$ cat src/design/lfu_pcd_pkg.sv
// Package for the LFU page cache directory: the search token that travels
// along the row of slot cells, the write command for a slot, and shared codes.
// No dependencies.
package lfu_pcd_pkg;

  localparam int unsigned PageW  = 16;
  localparam int unsigned CountW = 16;
  localparam int unsigned CapW   = 5;
  // Index and occupancy fields are sized for the largest supported row of 256 cells.
  localparam int unsigned IdxW   = 8;
  localparam int unsigned OccW   = 9;

  typedef enum logic [1:0] {
    ActLookup = 2'd0,
    ActInsert = 2'd1,
    ActUpdate = 2'd2,
    ActRemove = 2'd3
  } action_e;

  typedef struct packed {
    logic              match_found;
    logic [IdxW-1:0]   match_idx;
    logic [CountW-1:0] match_count;
    logic [OccW-1:0]   occupancy;
    logic              min_valid;
    logic [IdxW-1:0]   min_idx;
    logic [CountW-1:0] min_count;
    logic [PageW-1:0]  min_page;
    logic              free_found;
    logic [IdxW-1:0]   free_idx;
  } scan_tok_t;

  typedef struct packed {
    logic              en;
    logic [IdxW-1:0]   idx;
    logic              set_page;
    logic              valid;
    logic [PageW-1:0]  page;
    logic [CountW-1:0] count;
  } slot_cmd_t;

endpackage

$ cat src/design/lfu_pcd_cell.sv
// One slot of the directory: holds a page, its count and a valid bit, and
// advances the search token by one position per cycle.
// Depends on lfu_pcd_pkg.
module lfu_pcd_cell import lfu_pcd_pkg::*; #(
  parameter int unsigned CellIdx = 0
) (
  input  logic             clk_i,
  input  logic             rst_ni,
  input  logic [PageW-1:0] query_page_i,
  input  scan_tok_t        tok_i,
  output scan_tok_t        tok_o,
  input  slot_cmd_t        cmd_i
);

  localparam logic [IdxW-1:0] MyIdx = IdxW'(CellIdx);

  logic              valid_q;
  logic [PageW-1:0]  page_q;
  logic [CountW-1:0] count_q;
  scan_tok_t         tok_d;
  scan_tok_t         tok_q;
  logic              sel;

  assign sel = cmd_i.en && (cmd_i.idx == MyIdx);

  always_comb begin
    tok_d = tok_i;
    if (!tok_i.match_found && valid_q && (page_q == query_page_i) &&
        (query_page_i != '0)) begin
      tok_d.match_found = 1'b1;
      tok_d.match_idx   = MyIdx;
      tok_d.match_count = count_q;
    end
    tok_d.occupancy = tok_i.occupancy + OccW'(valid_q);
    if (valid_q && (!tok_i.min_valid || (count_q < tok_i.min_count) ||
        ((count_q == tok_i.min_count) && (page_q < tok_i.min_page)))) begin
      tok_d.min_valid = 1'b1;
      tok_d.min_idx   = MyIdx;
      tok_d.min_count = count_q;
      tok_d.min_page  = page_q;
    end
    if (!tok_i.free_found && !valid_q) begin
      tok_d.free_found = 1'b1;
      tok_d.free_idx   = MyIdx;
    end
  end

  always_ff @(posedge clk_i or negedge rst_ni) begin
    if (!rst_ni) begin
      valid_q <= 1'b0;
    end else if (sel) begin
      valid_q <= cmd_i.valid;
    end
  end

  always_ff @(posedge clk_i) begin
    tok_q <= tok_d;
    if (sel) begin
      count_q <= cmd_i.count;
      if (cmd_i.set_page) begin
        page_q <= cmd_i.page;
      end
    end
  end

  assign tok_o = tok_q;

endmodule

$ cat src/design/lfu_pcd_top.sv
// The search token walks the row of slot cells one cell per cycle before the commit, and
// a new transaction is not taken until the previous one has committed.
// A finished result waits in an output register while the next item is taken.
// Reset empties every slot, clears the highest page and sets capacity to 16.
// Top level of the LFU page cache directory; depends on lfu_pcd_pkg, lfu_pcd_cell.
module lfu_page_cache_directory_top import lfu_pcd_pkg::*; #(
  parameter int unsigned NUM_SLOTS = 16
) (
  input  logic              clk_i,
  input  logic              rst_ni,
  input  logic              cfg_wr_en_i,
  input  logic [CapW-1:0]   cfg_wr_data_i,
  input  logic              in_valid_i,
  output logic              in_stall_o,
  input  logic [1:0]        action_i,
  input  logic [PageW-1:0]  page_number_i,
  input  logic [CountW-1:0] initial_count_i,
  output logic              out_valid_o,
  input  logic              out_stall_i,
  output logic              found_o,
  output logic              evicted_valid_o,
  output logic [PageW-1:0]  evicted_page_o,
  output logic [CountW-1:0] access_count_o,
  output logic [PageW-1:0]  highest_page_o
);

  localparam int unsigned CntW = $clog2(NUM_SLOTS);
  localparam logic [CntW-1:0] LastCnt = CntW'(NUM_SLOTS - 1);
  localparam logic [OccW-1:0] MaxCap  = OccW'(NUM_SLOTS);

  typedef enum logic [2:0] {
    StIdle   = 3'b001,
    StScan   = 3'b010,
    StCommit = 3'b100
  } state_e;

  state_e            state_q, state_d;
  logic [CntW-1:0]   cnt_q, cnt_d;
  logic [CapW-1:0]   cap_q;
  action_e           act_q;
  logic [PageW-1:0]  page_q;
  logic [CountW-1:0] init_q;
  logic [PageW-1:0]  hi_q, hi_d;
  logic              out_valid_q;
  logic              found_q, ev_valid_q;
  logic [PageW-1:0]  ev_page_q, hi_out_q;
  logic [CountW-1:0] acc_q;

  scan_tok_t         tok [NUM_SLOTS+1];
  scan_tok_t         res;
  slot_cmd_t         cmd;
  logic              accept, commit_go;
  logic [OccW-1:0]   cap_ext, eff_cap;
  logic              ev_valid;
  logic [PageW-1:0]  ev_page;
  logic [CountW-1:0] acc;

  assign tok[0] = '0;
  assign res    = tok[NUM_SLOTS];

  for (genvar g = 0; g < NUM_SLOTS; g++) begin : g_cell
    lfu_pcd_cell #(.CellIdx(g)) u_cell (
      .clk_i,
      .rst_ni,
      .query_page_i (page_q),
      .tok_i        (tok[g]),
      .tok_o        (tok[g+1]),
      .cmd_i        (cmd)
    );
  end

  assign accept    = in_valid_i && !in_stall_o;
  assign in_stall_o = (state_q != StIdle);
  assign commit_go = (state_q == StCommit) && (!out_valid_q || !out_stall_i);

  assign cap_ext = OccW'(cap_q);
  assign eff_cap = (cap_ext == '0) ? OccW'(1) : ((cap_ext > MaxCap) ? MaxCap : cap_ext);

  always_comb begin
    cmd      = '0;
    ev_valid = 1'b0;
    ev_page  = '0;
    acc      = '0;
    hi_d     = hi_q;
    unique case (act_q)
      ActLookup: begin
        if (res.match_found) begin
          acc = (res.match_count == '1) ? res.match_count : res.match_count + 1'b1;
          cmd.en    = 1'b1;
          cmd.idx   = res.match_idx;
          cmd.valid = 1'b1;
          cmd.count = acc;
        end
      end
      ActInsert: begin
        if (res.match_found) begin
          acc = res.match_count;
        end else if (page_q != '0) begin
          cmd.en       = 1'b1;
          cmd.valid    = 1'b1;
          cmd.set_page = 1'b1;
          cmd.page     = page_q;
          cmd.count    = init_q;
          acc          = init_q;
          if (res.occupancy >= eff_cap) begin
            cmd.idx  = res.min_idx;
            ev_valid = 1'b1;
            ev_page  = res.min_page;
          end else begin
            cmd.idx = res.free_idx;
          end
          if (page_q > hi_q) begin
            hi_d = page_q;
          end
        end
      end
      ActUpdate: begin
        if (res.match_found) begin
          cmd.en    = 1'b1;
          cmd.idx   = res.match_idx;
          cmd.valid = 1'b1;
          cmd.count = init_q;
          acc       = init_q;
        end
      end
      ActRemove: begin
        if (res.match_found) begin
          cmd.en    = 1'b1;
          cmd.idx   = res.match_idx;
          cmd.valid = 1'b0;
          cmd.count = '0;
        end
      end
      default: ;
    endcase
    if (!commit_go) begin
      cmd.en = 1'b0;
    end
  end

  always_comb begin
    state_d = state_q;
    cnt_d   = cnt_q;
    unique case (state_q)
      StIdle: begin
        if (accept) begin
          state_d = StScan;
          cnt_d   = '0;
        end
      end
      StScan: begin
        cnt_d = cnt_q + 1'b1;
        if (cnt_q == LastCnt) begin
          state_d = StCommit;
        end
      end
      StCommit: begin
        if (commit_go) begin
          state_d = StIdle;
        end
      end
      default: state_d = StIdle;
    endcase
  end

  always_ff @(posedge clk_i or negedge rst_ni) begin
    if (!rst_ni) begin
      state_q     <= StIdle;
      cnt_q       <= '0;
      cap_q       <= CapW'(16);
      hi_q        <= '0;
      out_valid_q <= 1'b0;
    end else begin
      state_q <= state_d;
      cnt_q   <= cnt_d;
      if (cfg_wr_en_i) begin
        cap_q <= cfg_wr_data_i;
      end
      if (commit_go) begin
        hi_q        <= hi_d;
        out_valid_q <= 1'b1;
      end else if (!out_stall_i) begin
        out_valid_q <= 1'b0;
      end
    end
  end

  always_ff @(posedge clk_i) begin
    if (accept) begin
      act_q  <= action_e'(action_i);
      page_q <= page_number_i;
      init_q <= initial_count_i;
    end
    if (commit_go) begin
      found_q    <= res.match_found;
      ev_valid_q <= ev_valid;
      ev_page_q  <= ev_page;
      acc_q      <= acc;
      hi_out_q   <= hi_d;
    end
  end

  assign out_valid_o     = out_valid_q;
  assign found_o         = found_q;
  assign evicted_valid_o = ev_valid_q;
  assign evicted_page_o  = ev_page_q;
  assign access_count_o  = acc_q;
  assign highest_page_o  = hi_out_q;

endmodule

$ cat config.mk
export PLATFORM = sky130hd
export DESIGN_NAME = lfu_page_cache_directory_top
export DESIGN_NICKNAME = d
export VERILOG_FILES = /design/src/design/lfu_pcd_pkg.sv /design/src/design/lfu_pcd_cell.sv /design/src/design/lfu_pcd_top.sv
export SDC_FILE = /design/constraint.sdc
export NUM_CORES = 2
export LEC_CHECK = 0
export BUFFER_PORTS_ARGS = -buffer_cell sky130_fd_sc_hd__buf_2
export CAP_MARGIN = 40
export CORE_UTILIZATION = 41
export DETAILED_ROUTE_END_ITERATION = 10
export GPL_ROUTABILITY_DRIVEN = 0
export RECOVER_POWER = 50
export SLEW_MARGIN = 20
export SYNTH_ARGS = -nofsm -noshare
export SYNTH_HDL_FRONTEND = slang
export SYNTH_SLANG_ARGS = --single-unit
$ cat constraint.sdc
create_clock -name clk_i -period 5.3 [get_ports clk_i]
set_clock_uncertainty 0.1 [all_clocks]
set_input_delay 1.06 -clock clk_i [delete_from_list [all_inputs] [get_ports clk_i]]
set_output_delay 1.06 -clock clk_i [all_outputs]
set_load 0.01 [all_outputs]
After elaboration in Yosys (flattened, before gate mapping)

Index checks and enable logic that the tools add are counted.

Output and inout port bits: 52
Bits in registers: 1959
Logic and storage cells: 626

Equality and inequality tests: 59
Bitwise operators: 3
Reduce and logical (&&, ||, !) cells: 231
$add $sub $neg: 17
Muxes and demuxes: 65
Order comparisons: 33

Operators by type and width:

| cell                    | count |
|---|---|
| $eq A16 B16 Y1          | 31 |
| $lt A16 B16 Y1          | 30 |
| $mux W32                | 14 |
| $mux W16                | 26 |
| $add A9 B1 Y9           | 14 |
| $logic_and A1 B1 Y1     | 110 |
| $mux W43                | 2 |
| $eq A8 B4 Y1 const B    | 8 |
| $pmux W16 S4            | 1 |
| $logic_not A1 Y1        | 63 |
| $pmux W16 S3            | 1 |
| $mux W41                | 1 |
| $reduce_and A2 Y1       | 17 |
| $eq A8 B3 Y1 const B    | 4 |
| $logic_or A1 B1 Y1      | 31 |
| $mux W25                | 1 |
| $mux W9                 | 2 |
| $pmux W9 S2             | 1 |
| $add A16 B1 Y16 const B | 1 |
| $eq A16 B16 Y1 const B  | 1 |
| $eq A8 B2 Y1 const B    | 2 |
| $gt A16 B16 Y1          | 1 |
| $reduce_bool A16 Y1     | 1 |
| $mux W5                 | 2 |
| 30 further kinds        | 43 |

Longest topological paths before layout

Word-level depth: 11
Mapped depth: 13
Mapped depth without buffers: 11

Modules after synthesis

From an unflattened synthesis, not the netlist that was laid out.

Cells, all modules: 6192
Area, all modules: 81278.0 um^2

By module, submodules not included:

| module                                | sequential area each (um^2) | cells an instance | times used | area an instance (um^2) |
|---|---|---|---|---|
| lfu_pcd_cell at g_cell[10].u_cell ... | 2667.6                      | 357               | 4          | 4700.8 |
| lfu_pcd_cell at g_cell[11].u_cell ... | 2667.6                      | 358               | 4          | 4700.8 |
| lfu_pcd_cell at g_cell[1].u_cell ...  | 2667.6                      | 357               | 3          | 4785.8 |
| lfu_page_cache_directory_top          | 3250.6                      | 466               | 1          | 5700.5 |
| lfu_pcd_cell at g_cell[15].u_cell     | 2667.6                      | 357               | 1          | 4789.6 |
| lfu_pcd_cell at g_cell[8].u_cell      | 2667.6                      | 357               | 1          | 4783.3 |
| lfu_pcd_cell at g_cell[3].u_cell      | 2667.6                      | 358               | 1          | 4698.3 |
| lfu_pcd_cell at g_cell[0].u_cell      | 2667.6                      | 357               | 1          | 4673.2 |
| lfu_pcd_cell at g_cell[9].u_cell      | 2667.6                      | 366               | 1          | 4669.5 |

Worst setup path before layout

No wires, ideal clock.

Path kind: input to register
Start point: input out_stall_i
End point: register g_cell[0].u_cell.valid_q
Slack: 0.877 ns
Data required time: 5.075 ns
Library setup time: 0.125 ns
Stages on the path: 7
Arrival: 4.198 ns
Path buffers: 0
Cell sequence: nand2_1 > nand2_1 > inv_1 > nand2_1 > or3_1 > a21oi_1 > mux2_2

Cells in the longest elaborated chain, start to end: 5

Ends and longest elaborated chain:

| element                        | RTL line           | text |
|---|---|---|
| start: declaration             | lfu_pcd_top.sv:19  | `input logic out_stall_i,` |
| $logic_not A1 Y1               | -                  |  |
| $logic_or A1 B1 Y1             | lfu_pcd_top.sv:74  | `assign commit_go = (state_q == StCommit) && (!out_valid_q \|\| !out_stall_i);` |
| $logic_and A1 B1 Y1            | lfu_pcd_top.sv:74  |  |
| named net commit_go            | lfu_pcd_top.sv:52  | `logic accept, commit_go;` |
| $mux W1                        | lfu_pcd_top.sv:136 | `if (!commit_go) begin` |
| $logic_and A1 B1 Y1            | lfu_pcd_cell.sv:24 | `assign sel = cmd_i.en && (cmd_i.idx == MyIdx);` |
| named net g_cell[0].u_cell.sel | lfu_pcd_cell.sv:22 | `logic sel;` |
| end signal: assignment         | lfu_pcd_cell.sv:52 | `valid_q <= cmd_i.valid;` |
| end: declaration               | lfu_pcd_cell.sv:17 | `logic valid_q;` |

The timed path passes the listed nets, and every way through them passes these cells.
A chain may end at the register's enable or synchronous reset.

==> impl_metrics.yaml <==
grt:
  grt_max_degree: 51
  track_usage_pct: 17.8
  first_global_vias: 40600
  antenna_found_initial: 2
  grt_pass1_wl_mm: 233
  global_route.overflow_total: 0
place:
  place_inst: 7664
  place.detailed.hpwl_mm: 114
  buffer_ports.inserted: 95
  placedInstanceArea_mm2: 0.0731
die:
  placeableCoreArea_mm2: 0.167
  num_io_pins: 96
  floorplan.die_area_mm2: 0.170
  fp.dieW_um: 412
  die-height_um: 412
  rows: 150
  initial_utilization_pct: 41.3
cts:
  clock_insertion_delay_worst_skew_ns: 0.79
  cts_resized: 0
  postCtsSetupRepairBufs: 0
  tritoncts: "yes"
  ctsHoldBuffers: 0
  cts-buffers-inserted: 171
  ctsRootBufferMaster: "sky130_fd_sc_hd__clkbuf_16"
  cts.reportedPaths.clkPinSlew_ns: 0.06
  clock-sinks: 1693
  ctsLongestPathBuffers: 3
  cts.htree.levels: 4
route:
  drtAntennaViolNets: 0
  route.vias.total: 38800
  avgRoutedWirePerCell_um: 19.0
  via_density_per_instance: 4.86
  drt_drc_violations_left: 0
  initial_drc_count: 2114
  totalWireLength_mm: 151
  first_pass_iters: 8
synthesis:
  syn_avg_cell_area_um2: 12.8
  syn_inst: 5375
  synth-edff-count: 596
  synth.net_count: 5936
  synth_area_mm2: 0.0690
  ys_seq_elements: 1693
  synth-warning-count: 0
  ys_types: 83
  synth_sequential_area_ratio_pct: 58.1
  top_ff_cell_synth: "sky130_fd_sc_hd__dfxtp_1"
  ys_async_sr_fraction_pct: 2.66
job:
  maxCapViolCount: 14
cells_and_area:
  layout-area-overhead-vs-synth_pct: 13.3
  num-fill-cells: 14800
  area_used_by_sequential_logic_in_the_layout_mm2: 0.0401
  multi_input_area_mm2: 0.0265
  drive_above_1_share_pct: 21.8
  postLayoutCellArea_mm2: 0.0782
  finalNonFillerCells: 7989
  layout.nets: 6200
timing:
  timing_worst_slew_pin_value_ns: 3.05
  min_period_ns: 4.77
  setup_tns_ns: 0
  grt_setup_unrepaired: "false"
  setup-violations-final: 0
  timing_max_transition_violations_final: 427
  max_freq_mhz: 209
  min_period_over_period_pct: 90.1
  max-slew-margin-rel_pct: -103
  final_hold_viol_count: 0
setup_path:
  criticalPathCategory: "reg2reg"
  timing.critical_path.to_type: "register"
  crit_path_dat_ns: 5.34
  start_kind: "register"
  worstPathRequired_ns: 5.87
  reg2reg_setup_slack_ns: 0.53
  critical_path.max_fanout: 27
power_and_ir_drop:
  total_leakage_power_uw: 0.0306
  p_per_area_mw_per_mm2: 347
  max-vdd-ir-drop_v: 0.000254
run_status:
  status: "complete, but fails checks"
  violations: "capacitance limit, slew limit"
worst_hold_path:
  hp-class: "reg2reg"
-- critical path, cell delays in order, from the launching register on --
cell,delay [ns]
sky130_fd_sc_hd__edfxtp_1,0.43
sky130_fd_sc_hd__nor4_1,0.08
sky130_fd_sc_hd__nand4_1,0.37
sky130_fd_sc_hd__clkbuf_1,1.34
sky130_fd_sc_hd__nand4_1,0.43
sky130_fd_sc_hd__nor4_2,0.38
sky130_fd_sc_hd__clkbuf_1,1.05
sky130_fd_sc_hd__mux2_2,0.44
-- metrics by stage --
| step | utilization [%] | setup slack, ns | hold WS [ns] | power, uW |
|---|---|---|---|---|
| floorplan | - | 0.877 | 0.278 | 14900 |
| global placement | 43.4 | 0.882 | 0.285 | 15600 |
| detailed placement | 43.7 | 0.821 | 0.297 | 15700 |
| CTS | 47.0 | 0.766 | 0.266 | 27500 |
| global route | 46.7 | 0.323 | 0.294 | 28100 |
| finish | 46.7 | 0.526 | 0.303 | 27100 |
-- report_power, final --
part           switching, uW  internal (uW)  leakage, uW
sequential              84.8          13700       0.0145
combinational           1050            499       0.0133
clock                   4870           6900      0.00274
-- final timing paths --
check / from / end / cells past startpoint
max: page_q[1] / g_cell[13].u_cell.tok_o[62] / 7
min: g_cell[0].u_cell.tok_o[8] / g_cell[1].u_cell.tok_o[0] / 1
max reg2reg: page_q[1] / g_cell[13].u_cell.tok_o[62] / 7
min reg2reg: g_cell[0].u_cell.tok_o[8] / g_cell[1].u_cell.tok_o[0] / 1
max in group asynchronous: rst_ni / g_cell[3].u_cell.valid_q / 3
min in group asynchronous: rst_ni / cnt_q[2] / 2
-- synthesized netlist by cell type (12+ instances only) --
master	count	area (um^2)
sky130_fd_sc_hd__buf_1	19	71.3
sky130_fd_sc_hd__o21a_1	12	90.1
sky130_fd_sc_hd__inv_1	524	1970
sky130_fd_sc_hd__a2111oi_0	12	105
sky130_fd_sc_hd__dfrtp_1	43	1080
sky130_fd_sc_hd__a21oi_1	163	816
sky130_fd_sc_hd__or2_2	100	626
sky130_fd_sc_hd__nand3_1	56	280
sky130_fd_sc_hd__nor3_1	21	105
sky130_fd_sc_hd__and2_1	78	488
sky130_fd_sc_hd__o211ai_1	14	105
sky130_fd_sc_hd__nand2b_1	49	307
sky130_fd_sc_hd__nor2b_1	68	425
sky130_fd_sc_hd__nand2_1	135	507
sky130_fd_sc_hd__nor2_1	119	447
sky130_fd_sc_hd__a31oi_1	19	119
sky130_fd_sc_hd__mux2_2	758	8540
sky130_fd_sc_hd__and3_1	37	231
sky130_fd_sc_hd__a21o_1	82	616
sky130_fd_sc_hd__o21ai_0	93	465
sky130_fd_sc_hd__buf_2	67	335
sky130_fd_sc_hd__dfxtp_1	1052	21100
sky130_fd_sc_hd__nand4b_1	20	175
sky130_fd_sc_hd__edfxtp_1	596	17900
sky130_fd_sc_hd__a211oi_1	18	135
sky130_fd_sc_hd__clkbuf_1	44	165
sky130_fd_sc_hd__xor2_1	108	946
sky130_fd_sc_hd__ha_1	517	6470
sky130_fd_sc_hd__xnor2_1	231	2020
sky130_fd_sc_hd__nand4_1	147	920
sky130_fd_sc_hd__nor4_1	48	300
-- cell type report --
cell class | instances | area share [%]
multi-input combinational | 3026 | 33.9
inverter | 524 | 2.52
timing repair buffer | 223 | 1.66
sequential | 1693 | 51.3
clock inverter | 56 | 0.620
antenna | 2 | 0.00640
clock buffer | 261 | 6.51
tap | 2204 | 3.53
-- cells by family after synthesis --
kind of cell,synth area share [%]
compound gates,4.47
xor+xnor,4.30
mux,12.5
fa+ha+maj,9.37
flops,58.1
simple gates,7.55
buf+inv,3.71
-- flip-flops by register name, summed over array words and instances, names as in the netlist --
signal                 cells
act_q                      2
state_q                    3
g_cell.u_cell.page_q     256
g_cell.u_cell.tok_o     1052
hi_q                      16
evicted_valid_o            1
cnt_q                      4
init_q                    16
out_valid_o                1
found_o                    1
cap_q                      5
access_count_o            16
highest_page_o            16
g_cell.u_cell.valid_q     16
evicted_page_o            16
g_cell.u_cell.count_q    256
page_q                    16
-- layer usage --
layer | routed length (um) | up-vias | GRT usage, %
met3 | 4870 | 317 | 2.56
met5 | 0 | - | 0
met1 | 69900 | 18400 | 22.8
met4 | 5960 | 0 | 7.50
met2 | 70700 | 635 | 30.1
li1 | - | 19400 | -
-- cells in the final DEF, fill, tap and decap left out, types with 108 or more instances in the layout --
master,n
sky130_fd_sc_hd__dfxtp_1,1052
sky130_fd_sc_hd__mux2_2,744
sky130_fd_sc_hd__edfxtp_1,596
sky130_fd_sc_hd__inv_1,524
sky130_fd_sc_hd__ha_1,517
sky130_fd_sc_hd__xnor2_1,231
sky130_fd_sc_hd__clkbuf_16,177
sky130_fd_sc_hd__a21oi_1,159
sky130_fd_sc_hd__clkbuf_1,159
sky130_fd_sc_hd__nand4_1,147
sky130_fd_sc_hd__nand2_1,135
sky130_fd_sc_hd__nor2_1,118
sky130_fd_sc_hd__xor2_1,108
(Power assumes the default switching activity.)
